[config.mk]
export PLATFORM = sky130hd
export DESIGN_NAME = sega_ctrl
export DESIGN_NICKNAME = d
export VERILOG_FILES = /design/src/rtl/sega_pkg.sv /design/src/rtl/sega_ctrl.sv
export SDC_FILE = /design/constraint.sdc
export NUM_CORES = 1
export LEC_CHECK = 0
export ABC_CLOCK_PERIOD_IN_PS = 3200
export BUFFER_PORTS_ARGS = -buffer_cell sky130_fd_sc_hd__buf_2
export CELL_PAD_IN_SITES_DETAIL_PLACEMENT = 1
export CELL_PAD_IN_SITES_GLOBAL_PLACEMENT = 2
export CORE_MARGIN = 2
export CORE_UTILIZATION = 33
export DETAILED_ROUTE_END_ITERATION = 10
export PLACE_DENSITY_LB_ADDON = 0.1
export REMOVE_ABC_BUFFERS = 1
export SLEW_MARGIN = 20
export SYNTH_ARGS = -nofsm -noshare
export SYNTH_HDL_FRONTEND = slang
export SYNTH_SLANG_ARGS = --single-unit
[constraint.sdc]
create_clock -name i_clk -period 3.2 [get_ports i_clk]
set_clock_uncertainty 0.1 [all_clocks]
set_input_delay 0.16 -clock i_clk [delete_from_list [all_inputs] [get_ports i_clk]]
set_output_delay 0.16 -clock i_clk [all_outputs]
set_load 0.05 [all_outputs]
[src/rtl/sega_pkg.sv]
// Package with the item types, cell codes and widths of the grid automaton.
`timescale 1ns / 1ps
package sega_pkg;

    localparam int unsigned CLASS_W = 2;
    localparam int unsigned AGE_W   = 8;
    localparam int unsigned TALLY_W = 15;
    localparam int unsigned THR_W   = 17;
    localparam int unsigned COORD_W = 7;
    localparam logic [TALLY_W-1:0] TALLY_MAX = 15'd32767;

    localparam logic [1:0] CLS_HEALTHY  = 2'd0;
    localparam logic [1:0] CLS_INFECTED = 2'd1;
    localparam logic [1:0] CLS_CURED    = 2'd2;
    localparam logic [1:0] CLS_DEAD     = 2'd3;

    localparam logic [1:0] CMD_INIT = 2'd0;
    localparam logic [1:0] CMD_STEP = 2'd1;
    localparam logic [1:0] CMD_READ = 2'd2;
    localparam logic [1:0] CMD_NOP  = 2'd3;

    localparam logic [2:0] REG_GRID_DIM  = 3'd0;
    localparam logic [2:0] REG_LETHALITY = 3'd1;
    localparam logic [2:0] REG_INFECT    = 3'd2;
    localparam logic [2:0] REG_CURE      = 3'd3;
    localparam logic [2:0] REG_MAX_AGE   = 3'd4;
    localparam logic [2:0] REG_SEED      = 3'd5;

    typedef struct packed {
        logic [1:0]         cmd;
        logic [COORD_W-1:0] cell_row;
        logic [COORD_W-1:0] cell_col;
    } t_in_item;

    typedef struct packed {
        logic [CLASS_W-1:0] cell_class;
        logic [AGE_W-1:0]   infection_age;
        logic [TALLY_W-1:0] healthy_count;
        logic [TALLY_W-1:0] infected_count;
        logic [TALLY_W-1:0] cured_count;
        logic [TALLY_W-1:0] dead_count;
        logic               status;
    } t_out_item;

    // Commands from the controller to the datapath.
    typedef struct packed {
        logic clr_pos;     // restart the scan at row 0, column 0
        logic adv_pos;     // move the scan to the next cell
        logic clr_tally;   // zero the tallies
        logic fetch;       // read neighborhood of the current cell
        logic wr_clear;    // write a healthy cell at the scan position
        logic wr_seed;     // write the infected center cell
        logic wr_next;     // write the next generation cell, draw numbers
        logic count;       // read current bank at scan position
        logic count_add;   // add the class read to the tallies
        logic flip_bank;   // swap banks
        logic load_rng;    // load the generator from the seed
        logic rd_cell;     // read the cell for a read item
        logic emit;        // present the result
    } t_ctl;

    // Status from the datapath to the controller.
    typedef struct packed {
        logic last_pos;    // scan position is the last cell of the grid
    } t_sts;

endpackage

[src/rtl/sega_ctrl.sv]
// Controller state machine of the grid automaton.
`timescale 1ns / 1ps
module sega_ctrl (
    input  logic               i_clk,
    input  logic               i_rst_n,
    input  logic               i_start,
    input  logic [1:0]         i_cmd,
    output logic               o_busy,
    output sega_pkg::t_ctl     o_ctl,
    input  sega_pkg::t_sts     i_sts
);
    typedef enum logic [8:0] {
        S_IDLE   = 9'b000000001,
        S_CLEAR  = 9'b000000010,
        S_SEED   = 9'b000000100,
        S_FETCH  = 9'b000001000,
        S_WAIT   = 9'b000010000,
        S_WRITE  = 9'b000100000,
        S_COUNT  = 9'b001000000,
        S_DRAIN  = 9'b010000000,
        S_EMIT   = 9'b100000000
    } t_state;

    t_state r_state, n_state;
    logic [2:0] r_cnt, n_cnt;

    always_ff @(posedge i_clk) begin
        if (!i_rst_n) begin
            r_state <= S_IDLE;
            r_cnt   <= '0;
        end else begin
            r_state <= n_state;
            r_cnt   <= n_cnt;
        end
    end

    assign o_busy = (r_state != S_IDLE);

    // Next state and datapath commands.
    always_comb begin
        n_state = r_state;
        n_cnt   = r_cnt;
        o_ctl   = '0;
        unique case (r_state)
            S_IDLE: begin
                if (i_start) begin
                    o_ctl.clr_pos = 1'b1;
                    case (i_cmd)
                        sega_pkg::CMD_INIT: begin
                            o_ctl.load_rng = 1'b1;
                            n_state = S_CLEAR;
                        end
                        sega_pkg::CMD_STEP: begin
                            n_cnt   = '0;
                            n_state = S_FETCH;
                        end
                        sega_pkg::CMD_READ: begin
                            o_ctl.rd_cell = 1'b1;
                            n_state = S_EMIT;
                        end
                        default: n_state = S_EMIT;
                    endcase
                end
            end
            S_CLEAR: begin
                o_ctl.wr_clear = 1'b1;
                o_ctl.adv_pos  = 1'b1;
                if (i_sts.last_pos) n_state = S_SEED;
            end
            S_SEED: begin
                o_ctl.wr_seed   = 1'b1;
                o_ctl.clr_pos   = 1'b1;
                o_ctl.clr_tally = 1'b1;
                n_state = S_COUNT;
            end
            // Five reads: center and four neighbors.
            S_FETCH: begin
                o_ctl.fetch = 1'b1;
                n_cnt = r_cnt + 3'd1;
                if (r_cnt == 3'd4) n_state = S_WAIT;
            end
            S_WAIT: n_state = S_WRITE;
            S_WRITE: begin
                o_ctl.wr_next = 1'b1;
                n_cnt = '0;
                if (i_sts.last_pos) begin
                    o_ctl.flip_bank = 1'b1;
                    o_ctl.clr_pos   = 1'b1;
                    o_ctl.clr_tally = 1'b1;
                    n_state = S_COUNT;
                end else begin
                    o_ctl.adv_pos = 1'b1;
                    n_state = S_FETCH;
                end
            end
            // Tally pass over the current bank, one read per cycle.
            S_COUNT: begin
                o_ctl.count     = 1'b1;
                o_ctl.count_add = 1'b1;
                o_ctl.adv_pos   = 1'b1;
                if (i_sts.last_pos) n_state = S_DRAIN;
            end
            S_DRAIN: begin
                o_ctl.count_add = 1'b1;
                n_state = S_EMIT;
            end
            S_EMIT: begin
                o_ctl.emit = 1'b1;
                n_state = S_IDLE;
            end
            default: n_state = S_IDLE;
        endcase
    end
endmodule

==> summary.md, run 1 <==
| Metric | Value |
|---|---|
| Status | complete, no violations |
| Post-synthesis sequential area ratio | 0.255 |
| Fin area | 1050 um2 |
| Final ANT Viol Nets | 0 |
| R2r setup slk | 1.19 ns |
| TritonCTS Buffers | 3 |
| Asr flop ratio synth | 0 |
| CTS max path bufs | 2 |
| Total congestion overflow | 0 |
| Crit path time final | 2.33 ns |
| Post-synthesis mux area share | 0.0106 |
| Type of the most critical hold path | primary input to flip-flop |
| Largest family of logic cells by synthesized area | simple AND/OR/NAND/NOR gates |
| I/O Buffers | 19 |
| Most frequent cells after synthesis | 12 x dfxtp_1, 12 x nor2_1, 8 x inv_1 |
| Synth Area in Compound Gates | 0.164 |
| Worst Setup Start Kind | flip-flop |
| Via density | 5.64 |
| Adder-Cell Fraction of Synth Area | 0.0265 |
| CTS Hold Bufs | 0 |
| Total Power | 478 uW |
| RSZ-0062 raised after global routing | false |
| Worst-Margin Slew | 0.556 ns |
| Setup crit end kind | output port |
| Fin Setup TNS | 0 ns |
| Worst VDD drop | 0.259 mV |
| Register area | 240 um2 |
| First-pass GRT wire length | 4460 um |
| Core Rows | 19 |
| Starting Density | 0.345 |
| NumNets Final | 138 |
| Max H-tree Level | 1 |
| Drt first pass iters | 4 |
| Post-synth top area cell | dfxtp_1 |
| CP max FO | 12 |
| Core footprint | 2730 um2 |
| Share of cells above drive strength 1 | 0.248 |
| Hold Vio Cnt, Final | 0 |
| CTS resizes | 0 |
| Synth unique cells | 42 |
| Die area | 3300 um2 |
| Initial antenna violation count | 0 |
| Synth Cell Area | 943 um2 |
| # fillers | 344 |
| XOR/XNOR share of the synthesized area | 0.0371 |
| Ys Warns | 0 |
| P&R area growth vs syn | 11.7% |
| Via count | 903 |
| Detailed placer's ending HPWL | 2030 um |
| Post-synth EDFFs | 0 |
| Ant. Diodes | 0 |
| Setup Crit Path Kind | flip-flop to output port |
| Vias in the first global route | 854 |
| Wire length per cell | 16.6 um |
| Routability cong. | 0.852 |
| Synth Area in Simple Gates | 0.407 |
| GRT Total Usage | 0.173 |
| Syn Inst Count | 115 |
| Setup violators final | 0 |
| CP required | 2.94 ns |
| Remaining DRCs | 0 |
| CTS root buf | clkbuf_4 |
| Max Fclk | 428 MHz |
| Die H | 57.5 um |
| Slew HR | 0.626 |
| Area of the multi-input gates | 609 um2 |
| Crit path DAT | 2.07 ns |
| Post-CTS setup buffers | 0 |
| Max-cap violations | 0 |
| Worst-Skew Late Latency | 0.28 ns |
| CTS tree | yes |
| Die W | 57.5 um |
| Total clock sinks | 12 |
| Synth Flop Type | dfxtp_1 |
| Final period utilization | 0.730 |
| Lkg Pwr | 0.501 nW |
| Final Slew Violations | 0 |
| Mean Syn Cell Area | 8.20 um2 |
| Register bit total from synthesis | 12 |
| DR iter-0 viols | 23 |
| Placed cell areas | 1020 um2 |
| Clock Pin Slew Worst Setup and Hold Paths | 0.08 ns |
| Top cell type's share of synthesized area | 0.255 |
| Post-Route WL | 2650 um |
| Ports | 20 |
| Pwr dens | 454 nW/um2 |
| Largest net degree at the start of global routing | 13 |
| Synth top area cells | dfxtp_1 25%, nor4b_4 5.0%, nor2_1 4.8% |
==> worst max-delay path: stages, from the launching register on <==
cell	delay [ns]
dfxtp_1	0.58
nor4b_4	0.32
and3_4	0.25
inv_2	0.05
nor4b_4	0.28
buf_2	0.31
==> area by class of cell <==
cell class | instances | area share
Clock buffer | 4 | 0.0344
Sequential cell | 12 | 0.228
Inverter | 9 | 0.0321
Multi-Input combinational cell | 85 | 0.578
Timing Repair Buffer | 19 | 0.0903
Tap cell | 31 | 0.0368
==> path summary, 6_finish.rpt <==
check / start / endpoint / cells after the start
worst max-delay path: r_state[0] / o_ctl[2] / 5
worst min-delay path: i_start / r_state[0] / 2
worst max register to register: r_state[3] / r_state[3] / 4
worst min register to register: r_cnt[0] / r_cnt[0] / 1
==> registers in the layout, summed over array words and instances (netlist names) <==
register	cells
r_cnt	3
r_state	9
==> cells in the final DEF (no fill, tap or decap), drive strengths merged, types with 2 or more instances in the layout <==
cell type	netlist	final
buf	9	19
nor2	12	12
dfxtp	12	12
inv	9	9
nand2	7	7
and3	6	6
nor3	6	6
nor4b	6	6
nand3	5	5
xor2	4	4
a21oi	4	4
clkbuf	0	4
and4	3	3
a211oi	3	3
o21a	3	3
nor4	3	3
nor2b	2	2
nand4	2	2
o21ai	2	2
ha	2	2
==> where the power goes <==
part           internal [mW]  switching [mW]  leakage (nW)
sequential             0.156          0.0201        0.0971
clock                 0.0692          0.0576        0.0210
combinational         0.0632           0.112         0.383
==> per-layer routing <==
metal | vias to the layer above | share of wire | GRT usage
met5 | - | 0 | 0
met4 | 0 | 0.0064 | 0.0399
met3 | 2 | 0.053 | 0.0431
met2 | 28 | 0.43 | 0.255
met1 | 426 | 0.51 | 0.254
li1 | 447 | - | -
==> per-stage QoR <==
stage          worst slack [ns]  std cells  hold WS (ns)   util
2_1_floorplan             0.799        106         0.176      -
3_3_place_gp               1.15        156         0.344  0.372
3_5_place_dp               1.18        156         0.348  0.372
4_1_cts                   0.859        160        0.0552  0.385
5_1_grt                   0.737        160        0.0596  0.385
6_report                  0.866        160        0.0605  0.385
==> cell families after synthesis <==
family / count (synthesis)
mux: 1
simple gates: 57
compound gates: 21
buf+inv: 18
flops: 12
fa+ha+maj: 2
xor+xnor: 4
(Power assumes the default switching activity.)
==> inputs of run 2 (changes only) <==
--- a/config.mk
+++ b/config.mk
@@ -5,12 +5,12 @@
 export SDC_FILE = /design/constraint.sdc
 export NUM_CORES = 1
 export LEC_CHECK = 0
-export ABC_CLOCK_PERIOD_IN_PS = 3200
+export ABC_CLOCK_PERIOD_IN_PS = 2000
 export BUFFER_PORTS_ARGS = -buffer_cell sky130_fd_sc_hd__buf_2
 export CELL_PAD_IN_SITES_DETAIL_PLACEMENT = 1
 export CELL_PAD_IN_SITES_GLOBAL_PLACEMENT = 2
 export CORE_MARGIN = 2
-export CORE_UTILIZATION = 33
+export CORE_UTILIZATION = 28
 export DETAILED_ROUTE_END_ITERATION = 10
 export PLACE_DENSITY_LB_ADDON = 0.1
 export REMOVE_ABC_BUFFERS = 1
==> constraint.sdc (replaced) <==
create_clock -name i_clk -period 2 [get_ports i_clk]
set_clock_uncertainty 0.1 [all_clocks]
set_input_delay 0.1 -clock i_clk [delete_from_list [all_inputs] [get_ports i_clk]]
set_output_delay 0.1 -clock i_clk [all_outputs]
set_load 0.05 [all_outputs]
==> run 2 against run 1 <==
  * Clock power grew 65%
  * Register-to-register slack worse by 0.95 ns
  * Combinational power increased by 110%
  * Global-route usage is 0.81 points lower
  * First-iteration DRC count up 22%
  * Non-clock buffer count increased by 15
  * Cell count rose by 19%
  * Cell area increased by 22%
  * Critical path depth is the same
==> summary.md, run 2 (synthesized netlist as in run 1, its figures left out) <==
| Metric | Value |
|---|---|
| Status | complete, no violations |
| Most used cell, CP | nor4b_4 |
| Area of the multi-input gates | 659 um2 |
| R2r setup slk | 0.24 ns |
| Sw Pwr | 340 uW |
| Clock share of power | 0.242 |
| Core Rows | 21 |
| CP Cell Sequence | nor4b_4 > and3_4 > inv_4 > nor4b_4 > buf_6 |
| Lkg Pwr | 0.590 nW |
| Top flop regs | r_state x9, r_cnt x3 |
| Setup crit end kind | output port |
| Worst Path Buf+Inv | 2 |
| Die area | 3850 um2 |
| NumNets Final | 153 |
| Commonest cells after routing, fill and taps aside | 15 x buf_4, 13 x buf_2, 11 x nor2_1 |
| Switching Share | 0.391 |
| Largest net degree at the start of global routing | 10 |
| Met1 Use GR | 0.231 |
| Comb pwr share | 0.433 |
| CP required | 1.80 ns |
| CTS tree | yes |
| First-pass GRT wire length | 4490 um |
| Crit path time final | 1.99 ns |
| Setup Crit Path Kind | flip-flop to output port |
| Max FFs per register | 9 |
| Crit path launch | r_state[5] |
| Worst-Margin Slew | 0.452 ns |
| Max-cap violations | 0 |
| Met3 global-route usage | 0.0373 |
| Final core utilization | 0.390 |
| Register area | 262 um2 |
| TritonCTS Buffers | 3 |
| I/O Buffers | 19 |
| Ant. Diodes | 0 |
| GRT Total Usage | 0.165 |
| Wire length per cell | 15.6 um |
| Detailed placer's ending HPWL | 2250 um |
| Critical R2R Capture | r_state[8] |
| Most flops, register | r_state |
| Final ANT Viol Nets | 0 |
| # fillers | 405 |
| Hold wc startpoint | i_rst_n |
| Via density | 5.15 |
| Via count | 979 |
| Total congestion overflow | 0 |
| Total Power | 871 uW |
| Hold Vio Cnt, Final | 0 |
| Top delay family on crit path | simple AND/OR/NAND/NOR gates |
| Slew HR | 0.698 |
| Cell-internal power | 530 uW |
| P&R area growth vs syn | 35.8% |
| CP max FO | 6 |
| CTS max path bufs | 2 |
| Remaining DRCs | 0 |
| Grt peak-use layer | met2 |
| Initial antenna violation count | 0 |
| Clock Pin Slew Worst Setup and Hold Paths | 0.08 ns |
| Crit path DAT | 1.79 ns |
| Worst-Skew Late Latency | 0.29 ns |
| CTS root buf | clkbuf_4 |
| Type of the most critical hold path | primary input to flip-flop |
| Starting Density | 0.287 |
| Setup violators final | 0 |
| CP Capture Point | o_ctl[2] |
| Slowest stage delay, CP | 0.38 ns |
| Core footprint | 3280 um2 |
| R2R depth | 6 |
| Post-Route WL | 2960 um |
| Total clock sinks | 12 |
| Routability cong. | 0.830 |
| Drt first pass iters | 4 |
| Most common library cell in the layout ignoring fill and taps | buf_4 |
| Ports | 20 |
| Pwr dens | 680 nW/um2 |
| RSZ-0062 raised after global routing | true |
| Routing usage on met2 | 0.254 |
| Worst VDD drop | 0.377 mV |
| Max H-tree Level | 1 |
| Die W | 62.0 um |
| DR iter-0 viols | 28 |
| Final period utilization | 0.994 |
| Share of cells above drive strength 1 | 0.396 |
| Worst Setup Start Kind | flip-flop |
| Max Fclk | 503 MHz |
| Final Slew Violations | 0 |
| CP Depth | 5 |
| CP max stage cell | dfxtp_4 |
| Die H | 62.0 um |
| Crit Reg-Reg Startpoint | r_state[1] |
| Vias in the first global route | 870 |
| Part of the power in registers | 0.325 |
[run 2: cell count changes in the layout (fill, tap and decap cells not counted), sizes merged]
| cell | delta |
|---|---|
| clkbuf | +3 |
| dlygate4sd3 | +1 |
| buf | +11 |
[run 2: how the worst min path moves through the flow]
stage / end / slack, ns / depth (start not counted)
finish: r_state[4] / 0.03 / 2
global route: r_state[7] / 0.04 / 2
CTS: r_state[4] / 0.02 / 2
detailed placement: r_state[0] / 0.30 / 2
global placement: r_state[0] / 0.29 / 2
floorplan: r_state[0] / 0.12 / 1
[run 2: cell type report]
class / instances / share of cell area
clock buffer: 4 / 0.0283
sequential: 12 / 0.204
inverter: 9 / 0.0283
tap: 46 / 0.0449
timing repair buffer: 34 / 0.180
multi-input combinational: 85 / 0.515
[run 2: per-stage QoR]
step	setup TNS [ns]	hold slack (ns)	cells	setup WS, ns	instance area (um2)
global placement	0	0.290	180	0.131	1100
CTS	-0.0390	0.0235	186	-0.0361	1200
finish	0	0.0256	190	0.0126	1280
global route	-0.187	0.0351	190	-0.0572	1280
detailed placement	0	0.304	180	0.143	1100
floorplan	-1.20	0.116	106	-0.401	883
[run 2: timing repair]
action / in CTS / in global routing
buffers inserted: 1 / 4
cloned: 0 / 0
hold buffers: 1 / 0
endpoints found under the setup margin: 7 / 5
gates resized for setup: 17 / 12
pin swaps: 2 / 2
endpoints found under the hold margin: 1 / 0
[run 2: layer usage]
layer / vias to the layer above / wire length, um
li1: 482 / -
met1: 459 / 1420
met2: 33 / 1380
met3: 5 / 121
met4: 0 / 39
met5: - / 0
[run 2: power by group through the flow]
stage / Clock [mW] / Sequential, mW / Combinational, mW
CTS: 0.219 / 0.281 / 0.335
detailed placement: 0 / 0.282 / 0.322
global route: 0.226 / 0.286 / 0.403
floorplan: 0 / 0.278 / 0.218
finish: 0.210 / 0.283 / 0.377
global placement: 0 / 0.283 / 0.325
